[config.mk]
export PLATFORM = sky130hd
export DESIGN_NAME = jpeg_marker_segment_splitter
export DESIGN_NICKNAME = d
export VERILOG_FILES = /design/src/sv/jmss_pkg.sv /design/src/sv/jpeg_marker_segment_splitter.sv
export SDC_FILE = /design/constraint.sdc
export NUM_CORES = 1
export LEC_CHECK = 0
export BUFFER_PORTS_ARGS = -buffer_cell sky130_fd_sc_hd__buf_4
export CORE_MARGIN = 1
export CORE_UTILIZATION = 40
export CTS_BUF_LIST = sky130_fd_sc_hd__clkbuf_16
export CTS_CLUSTER_DIAMETER = 40
export CTS_CLUSTER_SIZE = 20
export DETAILED_ROUTE_END_ITERATION = 10
export GPL_TIMING_DRIVEN = 0
export HOLD_SLACK_MARGIN = 0.08
export PLACE_DENSITY = 0.59
export SLEW_MARGIN = 25
export SYNTH_ARGS = -nofsm -noshare
export SYNTH_HDL_FRONTEND = slang
export SYNTH_SLANG_ARGS = --single-unit
[constraint.sdc]
create_clock -name clk -period 8.05 [get_ports clk]
set_input_delay 1.61 -clock clk [delete_from_list [all_inputs] [get_ports clk]]
set_output_delay 1.61 -clock clk [all_outputs]
set_load 0.02 [all_outputs]
[src/sv/jmss_pkg.sv]
// Package for the JPEG marker segment splitter: byte role and error codes,
// marker constants and the packed result record. Depends on nothing.
`default_nettype none

package jmss_pkg;

  // Marker code bytes that the splitter treats specially.
  localparam logic [7:0] PREFIX_BYTE = 8'hFF;
  localparam logic [7:0] MARKER_SOI  = 8'hD8;
  localparam logic [7:0] MARKER_EOI  = 8'hD9;
  localparam logic [7:0] MARKER_SOS  = 8'hDA;

  // Register reset values.
  localparam logic [7:0] MARKER_LOW_RESET  = 8'hC0;
  localparam logic [7:0] MARKER_HIGH_RESET = 8'hFE;
  localparam logic [7:0] FILL_LIMIT_RESET  = 8'd10;

  // Configuration register indexes.
  localparam logic [1:0] REG_MARKER_LOW  = 2'd0;
  localparam logic [1:0] REG_MARKER_HIGH = 2'd1;
  localparam logic [1:0] REG_FILL_LIMIT  = 2'd2;

  // Byte roles.
  localparam logic [2:0] ROLE_FILL      = 3'd0;
  localparam logic [2:0] ROLE_MARKER    = 3'd1;
  localparam logic [2:0] ROLE_LEN_HI    = 3'd2;
  localparam logic [2:0] ROLE_LEN_LO    = 3'd3;
  localparam logic [2:0] ROLE_PAYLOAD   = 3'd4;
  localparam logic [2:0] ROLE_ENTROPY   = 3'd5;
  localparam logic [2:0] ROLE_PADDING   = 3'd6;
  localparam logic [2:0] ROLE_DISCARDED = 3'd7;

  // Error codes.
  localparam logic [2:0] ERR_NONE       = 3'd0;
  localparam logic [2:0] ERR_NO_MARKER  = 3'd1;
  localparam logic [2:0] ERR_BAD_MARKER = 3'd2;
  localparam logic [2:0] ERR_SHORT_LEN  = 3'd3;
  localparam logic [2:0] ERR_TRUNCATED  = 3'd4;

  // Result queue geometry.
  localparam int unsigned QUEUE_DEPTH = 4;
  localparam int unsigned QPTR_W      = $clog2(QUEUE_DEPTH);
  localparam int unsigned QCNT_W      = $clog2(QUEUE_DEPTH + 1);

  typedef struct packed {
    logic [7:0]  out_byte;
    logic [2:0]  role;
    logic [7:0]  section_marker;
    logic [15:0] payload_length;
    logic [2:0]  error_code;
    logic        file_end;
    logic        run_end;
  } result_t;

endpackage

`default_nettype wire

[src/sv/jpeg_marker_segment_splitter.sv]
// JPEG marker segment splitter, top level: per-byte labelling logic and a
// four-entry result queue. Depends on jmss_pkg.
`default_nettype none

// The splitter takes a JPEG file one byte per transaction, with last_byte
// set on the final byte, and returns a labelled result for each byte: its
// role (fill or prefix, marker code, length high or low, payload, entropy
// data, padding or discarded), the marker of the section it belongs to, the
// payload length once known, and a sticky error code. One input byte is
// taken every clock cycle unless stalled. Most bytes give one result; an
// 0xFF in the entropy-coded data is held back for a byte and gives no
// result of its own, and is later released together with the following
// byte, giving up to two results in that transaction. The labelling is
// combinational logic on the accepted byte and the parser state; its
// results are written into a four-entry result queue, which delivers one
// result per cycle unless the output stalls. The input stalls while fewer
// than two queue entries are free, so with an output that never stalls
// the sustained rate is one byte per cycle. After the final
// byte of a file the parser returns to its reset state; the configuration
// registers keep their values. Configuration writes are always accepted
// (cfg_ready is held high) and must only be made while the block is idle.
module jpeg_marker_segment_splitter (
  input  wire logic         clk,
  input  wire logic         rst,
  // Byte input channel.
  input  wire logic         item_valid,
  output logic              item_stall,
  input  wire logic [7:0]   data_byte,
  input  wire logic         last_byte,
  // Result output channel.
  output logic              result_valid,
  input  wire logic         result_stall,
  output logic [7:0]        out_byte,
  output logic [2:0]        role,
  output logic [7:0]        section_marker,
  output logic [15:0]       payload_length,
  output logic [2:0]        error_code,
  output logic              file_end,
  output logic              run_end,
  // Configuration write channel.
  input  wire logic         cfg_valid,
  output logic              cfg_ready,
  input  wire logic [1:0]   cfg_index,
  input  wire logic [7:0]   cfg_data
);
  import jmss_pkg::*;

  typedef enum logic [2:0] {
    PH_SEEK,
    PH_LEN_HI,
    PH_LEN_LO,
    PH_PAYLOAD,
    PH_SCAN
  } phase_t;

  // Configuration registers.
  logic [7:0] marker_low;
  logic [7:0] marker_high;
  logic [7:0] fill_limit;

  // Parser state.
  phase_t      phase;
  logic [7:0]  fill_count;
  logic [7:0]  current_marker;
  logic [7:0]  length_high;
  logic [15:0] bytes_remaining;
  logic        held_ff;
  logic [2:0]  sticky_error;
  logic        padding_mode;
  logic [15:0] shown_len;

  phase_t      phase_next;
  logic [7:0]  fill_count_next;
  logic [7:0]  current_marker_next;
  logic [7:0]  length_high_next;
  logic [15:0] bytes_remaining_next;
  logic        held_ff_next;
  logic [2:0]  sticky_error_next;
  logic        padding_mode_next;
  logic [15:0] shown_len_next;

  // Result queue.
  result_t             queue [QUEUE_DEPTH];
  logic [QPTR_W-1:0]   wr_ptr;
  logic [QPTR_W-1:0]   rd_ptr;
  logic [QCNT_W-1:0]   count;

  result_t     res0;
  result_t     res1;
  logic [1:0]  n_results;
  logic        item_accept;
  logic        result_accept;
  logic        truncated;
  logic [15:0] total_len;
  logic [8:0]  fill_plus_one;

  assign cfg_ready     = 1'b1;
  assign item_stall    = (count > QCNT_W'(QUEUE_DEPTH - 2));
  assign item_accept   = item_valid && !item_stall;
  assign result_valid  = (count != '0);
  assign result_accept = result_valid && !result_stall;

  assign out_byte       = queue[rd_ptr].out_byte;
  assign role           = queue[rd_ptr].role;
  assign section_marker = queue[rd_ptr].section_marker;
  assign payload_length = queue[rd_ptr].payload_length;
  assign error_code     = queue[rd_ptr].error_code;
  assign file_end       = queue[rd_ptr].file_end;
  assign run_end        = queue[rd_ptr].run_end;

  assign total_len     = {length_high, data_byte};
  assign fill_plus_one = {1'b0, fill_count} + 9'd1;

  // Labelling of one byte and the parser's next state.
  always_comb begin
    phase_next           = phase;
    fill_count_next      = fill_count;
    current_marker_next  = current_marker;
    length_high_next     = length_high;
    bytes_remaining_next = bytes_remaining;
    held_ff_next         = held_ff;
    sticky_error_next    = sticky_error;
    padding_mode_next    = padding_mode;
    shown_len_next       = shown_len;
    n_results            = 2'd0;
    truncated            = 1'b0;

    res0 = '{out_byte: data_byte, role: ROLE_DISCARDED, section_marker: current_marker,
             payload_length: shown_len, error_code: sticky_error,
             file_end: 1'b0, run_end: 1'b0};
    res1 = res0;

    if (sticky_error != ERR_NONE) begin
      n_results = 2'd1;
    end else if (padding_mode) begin
      n_results = 2'd1;
      res0.role = ROLE_PADDING;
    end else begin
      unique case (phase)
        PH_LEN_HI: begin
          length_high_next = data_byte;
          n_results        = 2'd1;
          res0.role        = ROLE_LEN_HI;
          phase_next       = PH_LEN_LO;
        end
        PH_LEN_LO: begin
          n_results = 2'd1;
          if (total_len < 16'd2) begin
            sticky_error_next = ERR_SHORT_LEN;
            res0.error_code   = ERR_SHORT_LEN;
          end else begin
            shown_len_next       = total_len - 16'd2;
            bytes_remaining_next = total_len - 16'd2;
            res0.role            = ROLE_LEN_LO;
            res0.payload_length  = total_len - 16'd2;
            if (total_len == 16'd2) begin
              phase_next = (current_marker == MARKER_SOS) ? PH_SCAN : PH_SEEK;
            end else begin
              phase_next = PH_PAYLOAD;
            end
          end
        end
        PH_PAYLOAD: begin
          n_results            = 2'd1;
          res0.role            = ROLE_PAYLOAD;
          bytes_remaining_next = bytes_remaining - 16'd1;
          if (bytes_remaining == 16'd1) begin
            phase_next = (current_marker == MARKER_SOS) ? PH_SCAN : PH_SEEK;
          end
        end
        PH_SCAN: begin
          if (held_ff) begin
            res0.out_byte = PREFIX_BYTE;
            res0.role     = ROLE_ENTROPY;
            if (data_byte == MARKER_EOI) begin
              // The held 0xFF was the prefix of the end-of-image marker.
              held_ff_next        = 1'b0;
              current_marker_next = MARKER_EOI;
              shown_len_next      = 16'd0;
              padding_mode_next   = 1'b1;
              n_results           = 2'd2;
              res0.role           = ROLE_FILL;
              res0.section_marker = MARKER_EOI;
              res0.payload_length = 16'd0;
              res1                = res0;
              res1.out_byte       = data_byte;
              res1.role           = ROLE_MARKER;
            end else if (data_byte == PREFIX_BYTE && !last_byte) begin
              // Release the old 0xFF and hold the new one in its place.
              n_results = 2'd1;
            end else begin
              held_ff_next  = 1'b0;
              n_results     = 2'd2;
              res1          = res0;
              res1.out_byte = data_byte;
            end
          end else if (data_byte == PREFIX_BYTE && !last_byte) begin
            held_ff_next = 1'b1;
          end else begin
            n_results = 2'd1;
            res0.role = ROLE_ENTROPY;
          end
        end
        PH_SEEK: begin
          n_results = 2'd1;
          if (data_byte == PREFIX_BYTE) begin
            if (fill_plus_one >= {1'b0, fill_limit}) begin
              sticky_error_next = ERR_NO_MARKER;
              res0.error_code   = ERR_NO_MARKER;
            end else begin
              fill_count_next     = fill_plus_one[7:0];
              res0.role           = ROLE_FILL;
              res0.section_marker = 8'd0;
            end
          end else if (fill_count == 8'd0) begin
            sticky_error_next = ERR_NO_MARKER;
            res0.error_code   = ERR_NO_MARKER;
          end else begin
            fill_count_next = 8'd0;
            if (data_byte < marker_low || data_byte > marker_high) begin
              sticky_error_next = ERR_BAD_MARKER;
              res0.error_code   = ERR_BAD_MARKER;
            end else begin
              current_marker_next = data_byte;
              shown_len_next      = 16'd0;
              res0.role           = ROLE_MARKER;
              res0.section_marker = data_byte;
              res0.payload_length = 16'd0;
              phase_next = (data_byte == MARKER_SOI || data_byte == MARKER_EOI) ?
                           PH_SEEK : PH_LEN_HI;
            end
          end
        end
        default: begin
          n_results = 2'd1;
        end
      endcase
    end

    // A file that ends inside a segment, or inside a run of fill, is cut short.
    if (last_byte && n_results != 2'd0 && sticky_error_next == ERR_NONE &&
        !padding_mode_next) begin
      truncated = (phase_next == PH_LEN_HI) || (phase_next == PH_LEN_LO) ||
                  (phase_next == PH_PAYLOAD) ||
                  (phase_next == PH_SEEK && fill_count_next != 8'd0);
    end
    if (truncated) begin
      sticky_error_next = ERR_TRUNCATED;
      if (n_results == 2'd2) begin
        res1.role       = ROLE_DISCARDED;
        res1.error_code = ERR_TRUNCATED;
      end else begin
        res0.role       = ROLE_DISCARDED;
        res0.error_code = ERR_TRUNCATED;
      end
    end

    // Mark the last result of this byte.
    if (n_results == 2'd2) begin
      res1.run_end  = 1'b1;
      res1.file_end = last_byte;
    end else begin
      res0.run_end  = 1'b1;
      res0.file_end = last_byte;
    end

    // The final byte of a file returns the parser to its reset state.
    if (last_byte) begin
      phase_next           = PH_SEEK;
      fill_count_next      = 8'd0;
      current_marker_next  = 8'd0;
      length_high_next     = 8'd0;
      bytes_remaining_next = 16'd0;
      held_ff_next         = 1'b0;
      sticky_error_next    = ERR_NONE;
      padding_mode_next    = 1'b0;
      shown_len_next       = 16'd0;
    end
  end

  always_ff @(posedge clk) begin
    if (rst) begin
      marker_low      <= MARKER_LOW_RESET;
      marker_high     <= MARKER_HIGH_RESET;
      fill_limit      <= FILL_LIMIT_RESET;
      phase           <= PH_SEEK;
      fill_count      <= 8'd0;
      current_marker  <= 8'd0;
      length_high     <= 8'd0;
      bytes_remaining <= 16'd0;
      held_ff         <= 1'b0;
      sticky_error    <= ERR_NONE;
      padding_mode    <= 1'b0;
      shown_len       <= 16'd0;
      wr_ptr          <= '0;
      rd_ptr          <= '0;
      count           <= '0;
    end else begin
      if (cfg_valid && cfg_ready) begin
        unique case (cfg_index)
          REG_MARKER_LOW:  marker_low  <= cfg_data;
          REG_MARKER_HIGH: marker_high <= cfg_data;
          REG_FILL_LIMIT:  fill_limit  <= cfg_data;
          default: ;
        endcase
      end

      if (item_accept) begin
        phase           <= phase_next;
        fill_count      <= fill_count_next;
        current_marker  <= current_marker_next;
        length_high     <= length_high_next;
        bytes_remaining <= bytes_remaining_next;
        held_ff         <= held_ff_next;
        sticky_error    <= sticky_error_next;
        padding_mode    <= padding_mode_next;
        shown_len       <= shown_len_next;
        if (n_results != 2'd0) begin
          queue[wr_ptr] <= res0;
        end
        if (n_results == 2'd2) begin
          queue[wr_ptr + QPTR_W'(1)] <= res1;
        end
        wr_ptr <= wr_ptr + QPTR_W'(n_results);
      end

      if (result_accept) begin
        rd_ptr <= rd_ptr + QPTR_W'(1);
      end

      count <= count + (item_accept ? QCNT_W'(n_results) : QCNT_W'(0))
                     - (result_accept ? QCNT_W'(1) : QCNT_W'(0));
    end
  end

endmodule

`default_nettype wire

* Word level (Yosys, flattened, before mapping)
Memory sizes are Yosys's and may differ from the RTL's. A register that Yosys moved wholly into a read port is not among the register bits.
Index checks and enable logic that the tools add are counted.
** Operators by class
- Add/subtract/negate cells :: 8
- Magnitude comparators :: 5
- Equal/unequal tests :: 24
- Muxes and demuxes :: 125
- Reductions and logical operators :: 38
** Operators by type and width (number)
- 16-bit 2-to-1 mux :: 14
- 8-bit 2-to-1 mux :: 22
- 32-bit 2-to-1 mux :: 5
- 27-bit 2-to-1 mux :: 4
- 16-bit case mux with 3 select lines :: 2
- 3-bit 2-to-1 mux :: 30
- 38-bit 2-to-1 mux :: 1
- 8-bit equality test, second input constant :: 4
- 16-bit case mux with 2 select lines :: 1
- 8-bit case mux with 2 select lines :: 2
- 31-bit 2-to-1 mux :: 1
- 1-bit 2-to-1 mux :: 25
- 2-bit 2-to-1 mux :: 12
- 24-bit 2-to-1 mux :: 1
- 11-bit 2-to-1 mux :: 2
- 3-bit != test, second input constant :: 6
- 9-bit AND reduction :: 2
- 16-bit by 1-bit equality test with 1-bit output, second input constant :: 1
- 16-bit by 2-bit equality test with 1-bit output, second input constant :: 1
- 16-bit by 2-bit less-than comparator with 1-bit output, second input constant :: 1
- 16-bit by 1-bit subtractor with 16-bit output, second input constant :: 1
- 16-bit by 2-bit subtractor with 16-bit output, second input constant :: 1
- 3-bit case mux with 5 select lines :: 1
- 3-bit by 2-bit equality test with 1-bit output, second input constant :: 4
- 29 further kinds :: 56
** Storage, ports and cells
- Register bits after elaboration :: 95
- RAM bits :: 160
- Input bits :: 24
- Output and inout bits :: 43
- Logic and storage cells :: 216
- Memories :: 1
** Memory list
- queue :: words 4, bits a word 40, read ports 1, clocked after Yosys merged registers in 1, write ports 2, RTL line jpeg_marker_segment_splitter.sv:83 : result_t queue [QUEUE_DEPTH];

* Logic depth before layout (Yosys ltp)
Gate-level depths: netlist of run 1.
- Depth in word-level cells :: 16
- Mapped depth :: 15

* Least setup slack after synthesis of run 1
No wires, ideal clock.
- Path kind :: input port to flip-flop
- From :: in data_byte[6]
- To :: mem queue[3][0] in the netlist's numbering, enable pin
- Arrival :: 4.096 ns
- Required time :: 7.613 ns
- Path slack :: 3.516 ns
- Cell stages on the path :: 11
- Buffers on the path :: 3
- Cell sequence :: clkbuf_1 > and4_1 > nand2_1 > nor3_1 > nand2_1 > and3_1 > clkbuf_1 > and3_1 > clkbuf_1 > nor2_1 > inv_1
** RTL lines
- start, declared :: RTL line jpeg_marker_segment_splitter.sv:28 : input wire logic [7:0] data_byte,
- end, declared :: RTL line jpeg_marker_segment_splitter.sv:83

==> results of run 1 <==
## worst max-delay path: stages
cell and delay (ns):
sky130_fd_sc_hd__buf_4 0.11, sky130_fd_sc_hd__clkbuf_1 0.63, sky130_fd_sc_hd__and4_1 0.39, sky130_fd_sc_hd__nand2_1 0.13, sky130_fd_sc_hd__nor3_1 0.31, sky130_fd_sc_hd__nand2_1 0.16, sky130_fd_sc_hd__and3_1 0.22, sky130_fd_sc_hd__clkbuf_1 0.14
sky130_fd_sc_hd__and3_1 0.20, sky130_fd_sc_hd__clkbuf_1 0.27, sky130_fd_sc_hd__nor2_1 0.68, sky130_fd_sc_hd__inv_2 0.41, sky130_fd_sc_hd__buf_12 0.29
## metal layers
layer | share of wire | global-route usage
met5 | 0 | 0
met3 | 0.074 | 0.0354
met4 | 0.040 | 0.109
met1 | 0.42 | 0.330
met2 | 0.46 | 0.408
## where the power goes
part	internal [mW]	switching, mW
clock	1.11	0.675
sequential	1.47	0.0349
combinational	0.363	0.552
total	2.94	1.26
## cell families after synthesis
logic type               count (synthesis)  share of synthesized area
AND/OR/NAND/NOR                        495                      0.166
adder cells (fa/ha/maj)                 33                     0.0312
flip-flops                             257                      0.497
multiplexers                            56                     0.0787
XOR/XNOR                                28                     0.0182
buffers and inverters                  127                     0.0357
other                                    1                   0.000278
AO/OA/AOI/OAI                          347                      0.172
## cells in the mapped netlist, types with 9 or more instances
master,number,area (µm²)
sky130_fd_sc_hd__and3_1,12,75.1
sky130_fd_sc_hd__ha_1,32,400
sky130_fd_sc_hd__inv_1,40,150
sky130_fd_sc_hd__o2bb2ai_1,20,175
sky130_fd_sc_hd__o21ai_0,73,365
sky130_fd_sc_hd__a22o_1,43,377
sky130_fd_sc_hd__nand4_1,9,56.3
sky130_fd_sc_hd__o21ai_1,11,55.1
sky130_fd_sc_hd__o22ai_1,37,231
sky130_fd_sc_hd__xnor2_1,14,123
sky130_fd_sc_hd__mux2i_1,16,160
sky130_fd_sc_hd__nand2_1,118,443
sky130_fd_sc_hd__dfxtp_1,101,2020
sky130_fd_sc_hd__a22oi_1,10,75.1
sky130_fd_sc_hd__a21oi_1,77,385
sky130_fd_sc_hd__xor2_1,14,123
sky130_fd_sc_hd__buf_1,11,41.3
sky130_fd_sc_hd__nor4_1,14,87.6
sky130_fd_sc_hd__nand3_1,20,100
sky130_fd_sc_hd__o211ai_1,17,128
sky130_fd_sc_hd__edfxtp_1,156,4680
sky130_fd_sc_hd__nor3_1,33,165
sky130_fd_sc_hd__mux4_2,40,901
sky130_fd_sc_hd__clkbuf_1,72,270
sky130_fd_sc_hd__or3_1,11,68.8
sky130_fd_sc_hd__nor2_1,229,860
## placed cells by master (no fill, tap or decap), drive strengths merged, types with 6 or more instances in the layout
master	count
nor2	229
edfxtp	156
nand2	118
clkbuf	115
dfxtp	101
o21ai	84
buf	79
a21oi	77
inv	48
a22o	43
mux4	40
o22ai	37
nor3	33
ha	32
nand3	20
o2bb2ai	20
o211ai	17
mux2i	16
nor4	15
xnor2	14
xor2	14
clkinv	14
and3	12
or3	11
a22oi	10
nand4	10
a211oi	9
nor2b	8
and2	8
clkinvlp	8
nor3b	7
o221a	7
or4	6
## per-stage QoR
step           cell area, µm²  power [mW]  worst slack, ns  cells   util
6_report                16000        4.20             2.76   1928  0.488
5_1_grt                 16000        4.34             2.48   1928  0.488
4_1_cts                 16000        4.22             2.85   1928  0.488
3_5_place_dp            14600        2.44             2.30   1854  0.445
3_3_place_gp            14500        2.42             1.65   1850  0.442
2_1_floorplan           13500        2.10             3.52   1344      -
## flip-flops by register name, indices dropped and copies added (netlist names), named ones only
name,count
queue,160
bytes_remaining,16
shown_len,16
current_marker,8
fill_count,8
fill_limit,8
length_high,8
marker_high,8
marker_low,8
count,3
phase,3
sticky_error,3
rd_ptr,2
wr_ptr,2
held_ff,1
padding_mode,1
## final timing paths
path | end | cells past startpoint | slack, ns | start
min reg2reg | bytes_remaining[10] | 2 | 0.48 | bytes_remaining[10]
max reg2reg | queue[2][31] | 14 | 2.97 | fill_count[0]
min | bytes_remaining[10] | 2 | 0.48 | bytes_remaining[10]
max | queue[3][7] | 13 | 2.76 | data_byte[4]
## cell type report
| class | instances | area [µm²] | share of cell area |
|---|---|---|---|
| clock inverter | 33 | 379 | 0.0236 |
| multi-input combinational | 960 | 6310 | 0.393 |
| buffer | 85 | 328 | 0.0204 |
| timing repair buffer | 68 | 576 | 0.0359 |
| clock buffer | 41 | 1030 | 0.0640 |
| inverter | 42 | 158 | 0.00983 |
| tap | 442 | 553 | 0.0345 |
| sequential | 257 | 6710 | 0.418 |
==> parameters.txt, run 1 <==
Parameter                              Value

Outcome
  Run status ... complete, no violations

STA
  Ratio of final minimum period to clock period ... 0.657
  Slew at the pin closest to its max-slew limit ... 1.02 ns
  Final clock skew ... 0.0309 ns
  Number of pins exceeding their max-slew limit in the final report ... 0
  RSZ-0062 raised after global routing ... no
  Worst hold slack across all endpoints ... 0.480 ns
  Relative slew margins ... 0.311
  Final Hold Violating Endpoints ... 0
  Aggregate negative setup slack ... 0 ns
  Final period demand of the worst path ... 5.29 ns
  Max frequency ... 0.189 GHz
  Final-report setup violation count ... 0

Clock network
  Clock tree buffer depth ... 3
  Clock tree from TritonCTS ... built
  Skew-Pair Late Insertion Delay ... 0.54 ns
  CTS Hold Bufs ... 0
  Number of buffers inserted by post-CTS setup repair ... 0
  Clock slew seen by the registers of the worst setup and hold paths ... 0.06 ns
  H-tree depth ... 2
  Clock net sink count ... 257
  Number of instances resized during post-cts repair ... 0
  CTS buffer count ... 40
  Clk root buf ... sky130_fd_sc_hd__clkbuf_16

Hold path
  Hold WC Path Type ... reg -> reg

Layout
  Net count, final ... 1511
  Number of fillers in the final layout ... 3098
  ANT cells ... 0
  Share of post-route cells with drive strength above 1 ... 0.139
  Synthesis-to-finish area growth ... 18.9%

Drt
  Antenna Violating Nets Remaining ... 0
  Average wire per cell in the routed design ... 21.9 µm
  Pre-antenna DRT Iters ... 5
  Starting DRC count in detailed routing ... 1265
  Ratio of routed vias to standard cells ... 5.92
  Total wire length after detailed routing ... 42200 µm
  Via count of the routed design ... 11400
  Number of design rule violations left after detail routing ... 0

Setup path
  Required time reported for the critical path endpoint ... 8.34 ns
  Startpoint type of the worst setup path ... input pin
  Critical path start-end classification ... in -> reg
  Data arrival time of the critical path ... 5.58 ns
  Crit path capture type ... register
  Largest driver fanout on the critical path ... 22

GRT
  Wire length of the first global-routing pass ... 65200 µm
  Number of global-route vias before repair ... 11400
  Largest net degree at the start of global routing ... 26
  Antenna violations before repair ... 0
  Leftover overflow at the end of global routing ... 0
  Total global routing track utilization ... 0.250

Place
  Post-DP HPWL ... 30400 µm
  Final RePlAce weighted congestion ... 0.912
  Input/output buffers ... 64

Yosys
  Register bit count reported by yosys ... 257
  Synth unique cells ... 70
  Part of the Yosys area used for sequential elements ... 0.497
  Most used DFF post-synth ... sky130_fd_sc_hd__edfxtp_1
  Post-Synthesis Mean Instance Area ... 10.0 µm²
  Yosys synthesis warning count ... 0
  Share of async-settable or async-resettable flops after synthesis ... 0
  Post-synth EDFFs ... 156
  Net count after synthesis ... 1401
  Synthesized instance count ... 1344
  Post-Syn Area ... 13500 µm²

Floorplan
  Die span in y ... 186 µm
  Core region area ... 32900 µm²
  IO Pins ... 67
  Die Width ... 186 µm
  Starting density of the core ... 0.410
  Site Rows ... 66
  Full die area ... 34400 µm²

Flow run
  Max-cap violation count ... 0

Power
  PD cells ... 262 nW/µm²
  Static Leak ... 5.83 nW
  IR Drop Worst-Case VDD ... 0.184 mV
Note: power is estimated with default switching activity, not from simulation.
==> run 2: changes to the inputs <==
--- a/config.mk
+++ b/config.mk
@@ -5,6 +5,7 @@
 export SDC_FILE = /design/constraint.sdc
 export NUM_CORES = 1
 export LEC_CHECK = 0
+export ABC_AREA = 1
 export BUFFER_PORTS_ARGS = -buffer_cell sky130_fd_sc_hd__buf_4
 export CORE_MARGIN = 1
 export CORE_UTILIZATION = 40
==> constraint.sdc (replaced) <==
create_clock -name clk -period 5.47 [get_ports clk]
set_input_delay 1.094 -clock clk [delete_from_list [all_inputs] [get_ports clk]]
set_output_delay 1.094 -clock clk [all_outputs]
set_load 0.02 [all_outputs]
==> run 2 against run 1 <==
  * Sequential share of layout area shrank 1.7 points
  * Sequential cell count is the same
  * Cell area grew 4.2%
  * Via count grew 15%
  * Die area grew 5.5%
  * Synthesized cell count grew 32%
  * Synthesized area grew 5.5%
  * Utilization shrank 0.76 points
  * Highest routed layer unchanged
==> parameters.txt, run 2 <==
Parameter                              Value

GRT
  Grt met2 use ... 0.401 (-0.00712)
  Met1 global-route usage ... 0.351 (+0.0211)
  Most utilized layer in the global route result ... met2
  Global-route met3 utilization ... 0.0379 (+0.00250)
  Number of global-route vias before repair ... 12500 (+9.6%)
  Largest net degree at the start of global routing ... 42 (+62%)
  Total global routing track utilization ... 0.253 (+0.00289)
  Wire length of the first global-routing pass ... 71000 µm (+8.9%)
  Antenna violations before repair ... 0 (unchanged)
  Leftover overflow at the end of global routing ... 0 (unchanged)

Power
  Static Leak ... 6.42 nW (+10%)
  Total power after layout ... 6.47 mW (+54%)
  IR Drop Worst-Case VDD ... 0.246 mV (+34%)
  PD cells ... 387 nW/µm² (+48%)

Place
  Post-DP HPWL ... 32300 µm (+6.4%)
  Final RePlAce weighted congestion ... 0.935 (+2.4%)
  Input/output buffers ... 64 (unchanged)

Setup path
  Logic depth of the worst register-to-register path ... 20 (+6)
  CP peak stage delay ... 0.47 ns (-0.21 ns)
  Required time reported for the critical path endpoint ... 4.38 ns (-3.96 ns)
  Dominant delay contributor by cell family on the critical path ... buffers and inverters
  Capture point of the worst path ... role[0]
  Most frequent cell on the critical path ... sky130_fd_sc_hd__clkbuf_1
  Critical path start-end classification ... reg -> out
  R2R Path End ... queue[3][27]
  Slowest stage cell, crit path ... sky130_fd_sc_hd__clkbuf_1
  Startpoint type of the worst setup path ... register
  Beginning of the worst register-to-register path ... fill_count[1]
  Largest driver fanout on the critical path ... 10 (-55%)
  Number of cells on the critical path ... 6 (-7)
  Chain of cells forming the critical path ... clkbuf_1 -> clkinv_1 -> clkbuf_1 -> o21ai_0 -> o22ai_1 -> buf_4
  Reg-to-reg slack, setup ... 1.83 ns (-1.14 ns)
  CP Buf/Inv Count ... 4 (-2)
  Data arrival time of the critical path ... 2.77 ns (-2.81 ns)
  Crit path capture type ... output port

Hold path
  Hold WC Path Type ... reg -> reg

Layout
  Synthesis-to-finish area growth ... 17.4%
  Most flop-heavy register ... queue
  Leading cell type in the layout, fill and taps excluded ... sky130_fd_sc_hd__nand2_1
  ANT cells ... 0 (unchanged)
  Net count, final ... 1936 (+28%)
  Share of post-route cells with drive strength above 1 ... 0.124 (-0.0157)
  Top library cells by usage in the layout, fill and taps aside ... 342 x sky130_fd_sc_hd__nand2_1, 225 x sky130_fd_sc_hd__o21ai_0, 179 x sky130_fd_sc_hd__nor2_1
  Number of flip-flops in the largest register ... 160 (unchanged)
  Regs by FF count ... queue (160), bytes_remaining (16), shown_len (16)

Yosys
  Post-Synthesis Mean Instance Area ... 8.03 µm² (-20%)
  Post-Syn Area ... 14200 µm² (+5.5%)
  Post-synth top area share ... 0.329 (-0.0182)
  Synthesized instance count ... 1771 (+32%)
  Dominant combinational cell family by area after synthesis ... simple AND/OR/NAND/NOR gates
  Biggest area consumer among synthesized cells ... sky130_fd_sc_hd__edfxtp_1
  Multiplexer share of the synthesized area ... 0 (-0.0787)
  Library cell with the highest instance count after synthesis ... sky130_fd_sc_hd__nand2_1
  Net count after synthesis ... 1828 (+30%)
  Synth unique cells ... 61 (-13%)
  Complex-gate fraction of the synthesized area ... 0.202 (+0.0298)
  Register bit count reported by yosys ... 257 (unchanged)
  Most used DFF post-synth ... sky130_fd_sc_hd__edfxtp_1
  Yosys synthesis warning count ... 0 (unchanged)
  Share of async-settable or async-resettable flops after synthesis ... 0 (unchanged)
  Xor/xnor cell area share of the yosys netlist ... 0.0142 (-0.00403)
  Fraction of the mapped netlist area in simple logic gates ... 0.211 (+0.0443)
  Adder and majority gate portion of the synthesized area ... 0.0295 (-0.00163)
  Cell types with the largest area share after synthesis ... sky130_fd_sc_hd__edfxtp_1 33%, sky130_fd_sc_hd__dfxtp_1 14%, sky130_fd_sc_hd__nand2_1 9.1%
  Post-synth top cells ... 346 x sky130_fd_sc_hd__nand2_1, 225 x sky130_fd_sc_hd__o21ai_0, 179 x sky130_fd_sc_hd__nor2_1, 156 x sky130_fd_sc_hd__edfxtp_1, 147 x sky130_fd_sc_hd__inv_1
  Post-synth EDFFs ... 156 (unchanged)
  Part of the Yosys area used for sequential elements ... 0.471 (-0.0261)

Clock network
  Skew-Pair Late Insertion Delay ... 0.55 ns (about the same)
  CTS buffer count ... 42 (+5.0%)
  Clock net sink count ... 257 (unchanged)
  Number of buffers inserted by post-CTS setup repair ... 0 (unchanged)
  Clk root buf ... sky130_fd_sc_hd__clkbuf_16
  Clock slew seen by the registers of the worst setup and hold paths ... 0.05 ns (about the same)
  H-tree depth ... 2 (unchanged)
  Number of instances resized during post-cts repair ... 0 (unchanged)
  CTS Hold Bufs ... 0 (unchanged)
  Clock tree from TritonCTS ... built
  Clock tree buffer depth ... 3 (unchanged)

Drt
  Starting DRC count in detailed routing ... 1403 (+11%)
  Pre-antenna DRT Iters ... 6 (+1)
  Antenna Violating Nets Remaining ... 0 (unchanged)
  Average wire per cell in the routed design ... 19.3 µm (-12%)
  Ratio of routed vias to standard cells ... 5.55 (-6.2%)
  Number of design rule violations left after detail routing ... 0 (unchanged)
  Total wire length after detailed routing ... 45700 µm (+8.3%)
  Via count of the routed design ... 13100 (+15%)

STA
  Relative slew margins ... 0.448 (+0.137)
  Final clock skew ... 0.0276 ns (-0.00322 ns)
  Worst hold slack across all endpoints ... 0.454 ns (-0.0252 ns)
  Final Hold Violating Endpoints ... 0 (unchanged)
  Max frequency ... 0.259 GHz
  Final period demand of the worst path ... 3.86 ns
  Number of pins exceeding their max-slew limit in the final report ... 0 (unchanged)
  Ratio of final minimum period to clock period ... 0.706
  Slew at the pin closest to its max-slew limit ... 0.822 ns (-0.203 ns)
  Aggregate negative setup slack ... 0 ns (unchanged)
  RSZ-0062 raised after global routing ... no
  Final-report setup violation count ... 0 (unchanged)

Floorplan
  Die span in y ... 191 µm (+2.7%)
  IO Pins ... 67 (unchanged)
  Site Rows ... 68 (+3.0%)
  Die Width ... 191 µm (+2.7%)
  Full die area ... 36300 µm² (+5.5%)
  Core region area ... 34800 µm² (+5.9%)
  Starting density of the core ... 0.409 (-0.00135)

Flow run
  Max-cap violation count ... 0 (unchanged)

Outcome
  Run status ... complete, no violations
-- run 2: changes by cell type after synthesis, moves of 43 or more --
| cell | delta |
|---|---|
| sky130_fd_sc_hd__a21oi_1 | +60 |
| sky130_fd_sc_hd__inv_1 | +107 |
| sky130_fd_sc_hd__nand2_1 | +228 |
| sky130_fd_sc_hd__nand3_1 | +43 |
| sky130_fd_sc_hd__nor2_1 | -50 |
| sky130_fd_sc_hd__o21ai_0 | +152 |
-- run 2: how the worst min path moves through the flow --
stage                        from       endpoint  slack [ns]  cells past startpoint
floorplan           marker_low[1]  marker_low[1]        0.43                      2
global placement    marker_low[3]  marker_low[3]        0.45                      2
detailed placement  marker_low[1]  marker_low[1]        0.45                      2
CTS                 marker_low[1]  marker_low[1]        0.46                      2
global route        marker_low[5]  marker_low[5]        0.48                      2
finish              marker_low[2]  marker_low[2]        0.45                      2
-- run 2: report_power, final --
part           switching [mW]  internal (mW)
combinational            1.10          0.486
clock                   0.991           1.63
sequential             0.0732           2.19
-- run 2: metrics by stage --
stage	util	cell area (µm²)	cells	setup slack (ns)
global route	0.480	16700	2365	1.40
floorplan	-	14200	1771	1.88
finish	0.480	16700	2365	1.61
detailed placement	0.440	15300	2290	1.38
global placement	0.439	15300	2290	0.230
CTS	0.480	16700	2365	1.68
-- run 2: final cells by class --
type / count / area (µm²)
Sequential cell: 257 / 6710
Buffer: 84 / 373
Inverter: 174 / 653
Tap cell: 455 / 569
Fill cell: 3400 / 18100
Multi-Input combinational cell: 1256 / 6530
Timing Repair Buffer: 64 / 480
Clock inverter: 32 / 323
Clock buffer: 43 / 1080
-- run 2: logic make-up after synthesis --
group / after synthesis
simple gates: 681
compound gates: 518
buf+inv: 258
flops: 257
fa+ha+maj: 33
xor+xnor: 23
other cells: 1
-- run 2: routing by layer --
metal,wire (µm),vias up
met1,20000,6135
li1,-,6306
met5,0,-
met4,1370,0
met2,20600,581
met3,3710,102
-- run 2: tightest hold or removal path, stage by stage (launching register included) --
cell and delay (ns):
sky130_fd_sc_hd__dfxtp_1 0.29, sky130_fd_sc_hd__inv_1 0.06, sky130_fd_sc_hd__a21oi_1 0.05
==> run 3: changes to the inputs <==
==> constraint.sdc (replaced) <==
create_clock -name clk -period 4 [get_ports clk]
set_input_delay 0.8 -clock clk [delete_from_list [all_inputs] [get_ports clk]]
set_output_delay 0.8 -clock clk [all_outputs]
set_load 0.02 [all_outputs]
==> run 3 against run 2 <==
  * Global-route usage is the same
  * Critical endpoint is now queue[3][21]
  * Register-to-register slack lost 1.5 ns
  * Hold slack is essentially flat
  * Clock power grew 37%
  * Combinational power grew 37%
  * Via count is essentially flat
  * Clock skew shrank 0.0021 ns
  * Count of clock-buffer cells in the layout is the same
  * Sequential share of layout area is essentially flat
==> parameters.txt, run 3 (synthesis results as in run 2) <==
Parameter                              Value

Setup path
  Chain of cells forming the critical path ... ha_1 -> nand2_2 -> nor2_4 -> inv_1 -> nor3_1 -> nand2_1 -> nand2_1 -> inv_1 -> ha_1 -> a21o_1 -> nand3_4 -> nand2_4 -> nor2_8 -> nand3_4 -> o21ai_4 -> a21oi_1 -> o21ai_0 -> nand3_1 -> o21ai_0 -> o22ai_1
  Dominant delay contributor by cell family on the critical path ... simple AND/OR/NAND/NOR gates
  Crit path capture type ... register
  Slowest stage cell, crit path ... sky130_fd_sc_hd__dfxtp_1
  Startpoint type of the worst setup path ... register
  CP peak stage delay ... 0.39 ns (-0.08 ns)
  Data arrival time of the critical path ... 3.89 ns (+1.12 ns)
  Critical path start-end classification ... reg -> reg
  CP Buf/Inv Count ... 2 (-2)
  Reg-to-reg slack, setup ... 0.36 ns (-1.47 ns)
  Largest driver fanout on the critical path ... 10 (unchanged)
  Required time reported for the critical path endpoint ... 4.26 ns (-0.12 ns)

STA
  Slew at the pin closest to its max-slew limit ... 0.887 ns (+0.0657 ns)
  Final period demand of the worst path ... 3.64 ns
  Ratio of final minimum period to clock period ... 0.909
  Relative slew margins ... 0.404 (-0.0441)
  Final clock skew ... 0.0255 ns (-0.00211 ns)
  RSZ-0062 raised after global routing ... no
  Final Hold Violating Endpoints ... 0 (unchanged)
  Final worst setup slack ... 0.365 ns (-1.24 ns)
  Number of pins exceeding their max-slew limit in the final report ... 0 (unchanged)
  Max frequency ... 0.275 GHz
  Aggregate negative setup slack ... 0 ns (unchanged)
  Final-report setup violation count ... 0 (unchanged)

Drt
  Via count of the routed design ... 13100 (-0.084%)
  Starting DRC count in detailed routing ... 1419 (+1.1%)
  Total wire length after detailed routing ... 45600 µm (about the same)
  Ratio of routed vias to standard cells ... 5.54 (-0.13%)
  Average wire per cell in the routed design ... 19.3 µm (-0.12%)
  Antenna Violating Nets Remaining ... 0 (unchanged)
  Number of design rule violations left after detail routing ... 0 (unchanged)
  Pre-antenna DRT Iters ... 6 (unchanged)

Clock network
  Clock tree buffer depth ... 3 (unchanged)
  Clk root buf ... sky130_fd_sc_hd__clkbuf_16
  Clock slew seen by the registers of the worst setup and hold paths ... 0.05 ns (about the same)
  Clock tree from TritonCTS ... built
  Skew-Pair Late Insertion Delay ... 0.55 ns (about the same)
  CTS Hold Bufs ... 0 (unchanged)
  Clock net sink count ... 257 (unchanged)
  CTS buffer count ... 42 (unchanged)
  H-tree depth ... 2 (unchanged)

Layout
  Leading cell type in the layout, fill and taps excluded ... sky130_fd_sc_hd__nand2_1
  Number of flip-flops in the largest register ... 160 (unchanged)
  Share of post-route cells with drive strength above 1 ... 0.125 (+0.000982)
  Net count, final ... 1937 (+0.052%)
  Regs by FF count ... queue (160), bytes_remaining (16), shown_len (16)
  Synthesis-to-finish area growth ... 17.5%
  Top library cells by usage in the layout, fill and taps aside ... 341 x sky130_fd_sc_hd__nand2_1, 225 x sky130_fd_sc_hd__o21ai_0, 179 x sky130_fd_sc_hd__nor2_1
  ANT cells ... 0 (unchanged)
  Most flop-heavy register ... queue
  Number of fillers in the final layout ... 3400 (unchanged)

Hold path
  Hold WC Path Type ... reg -> reg

Power
  Combinational share of power ... 0.245 (about the same)
  Switching portion of total power ... 0.334 (about the same)
  Switch Pwr ... 2.95 mW (+37%)
  IR Drop Worst-Case VDD ... 0.335 mV (+36%)
  Relative contribution of sequential cells to total power ... 0.349 (about the same)
  Clock Power Share ... 0.406 (about the same)
  Static Leak ... 6.42 nW (+0.10%)
  Internal Dissipation ... 5.90 mW (+37%)
  PD cells ... 529 nW/µm² (+37%)

Floorplan
  IO Pins ... 67 (unchanged)
  Die span in y ... 191 µm (unchanged)
  Full die area ... 36300 µm² (unchanged)
  Core region area ... 34800 µm² (unchanged)
  Starting density of the core ... 0.409 (unchanged)
  Die Width ... 191 µm (unchanged)
  Site Rows ... 68 (unchanged)

GRT
  Total global routing track utilization ... 0.253 (unchanged)
  Leftover overflow at the end of global routing ... 0 (unchanged)
  Largest net degree at the start of global routing ... 42 (unchanged)
  Wire length of the first global-routing pass ... 71000 µm (unchanged)
  Antenna violations before repair ... 0 (unchanged)
  Number of global-route vias before repair ... 12500 (unchanged)

Place
  Input/output buffers ... 64 (unchanged)
  Post-DP HPWL ... 32300 µm (unchanged)
  DP Worst Slack ... 0.207 ns (-1.18 ns)
  Final RePlAce weighted congestion ... 0.935 (unchanged)

Flow run
  Max-cap violation count ... 0 (unchanged)

Outcome
  Run status ... complete, no violations
run 3: changes by cell type in the layout (fill, tap and decap cells not counted):
cell,change
sky130_fd_sc_hd__a21boi_2,-1
sky130_fd_sc_hd__a21boi_4,+1
sky130_fd_sc_hd__buf_4,+1
sky130_fd_sc_hd__nand2_1,-1
sky130_fd_sc_hd__nand2_2,+1
run 3: final timing paths:
check / cells after the start / end / startpoint
setup / recovery: 20 / queue[3][21] / fill_count[1]
hold / removal: 2 / marker_low[2] / marker_low[2]
setup reg to reg: 20 / queue[3][21] / fill_count[1]
hold reg to reg: 2 / marker_low[2] / marker_low[2]
run 3: power by group through the flow:
stage / logic (mW) / registers (mW) / clock network, mW
3_3_place_gp: 2.11 / 3.14 / 0
6_report: 2.17 / 3.09 / 3.59
4_1_cts: 2.14 / 3.09 / 3.62
3_5_place_dp: 2.14 / 3.14 / 0
5_1_grt: 2.36 / 3.11 / 3.75
2_1_floorplan: 1.33 / 3.11 / 0
run 3: layout make-up:
type	instances	area [µm²]	area share
well taps	455	569	0.0340
clock inverters	32	323	0.0193
multi-input cells	1256	6540	0.391
clock buffers	43	1080	0.0643
flip-flops and latches	257	6710	0.401
inverters	174	653	0.0390
repair buffers	65	488	0.0292
plain buffers	84	373	0.0223
run 3: timing repair:
item,CTS,global route
buffers inserted,0,1
setup endpoints to repair,0,9
gates resized for setup,0,2
run 3: per-stage QoR:
stage	total power, mW	hold slack [ns]	cells	cell area (µm²)	utilization
after floorplan	4.44	0.433	1771	14200	-
after global placement	5.26	0.446	2290	15300	0.439
after detailed placement	5.28	0.450	2290	15300	0.440
after CTS	8.85	0.458	2365	16700	0.480
after global routing	9.21	0.482	2366	16700	0.481
final	8.85	0.454	2366	16700	0.481
run 3: tightest hold or removal path: cells and delay by family, from the launching register on:
kind	cells	cell delay, ns
flops	1	0.29
buf+inv	1	0.06
compound gates	1	0.05
run 3: layer usage:
metal,routed length [µm],GRT usage,vias up
met5,0,0,-
met4,1300,0.0843,0
met3,3650,0.0379,90
met2,20600,0.401,591
met1,20100,0.351,6122
li1,-,-,6310
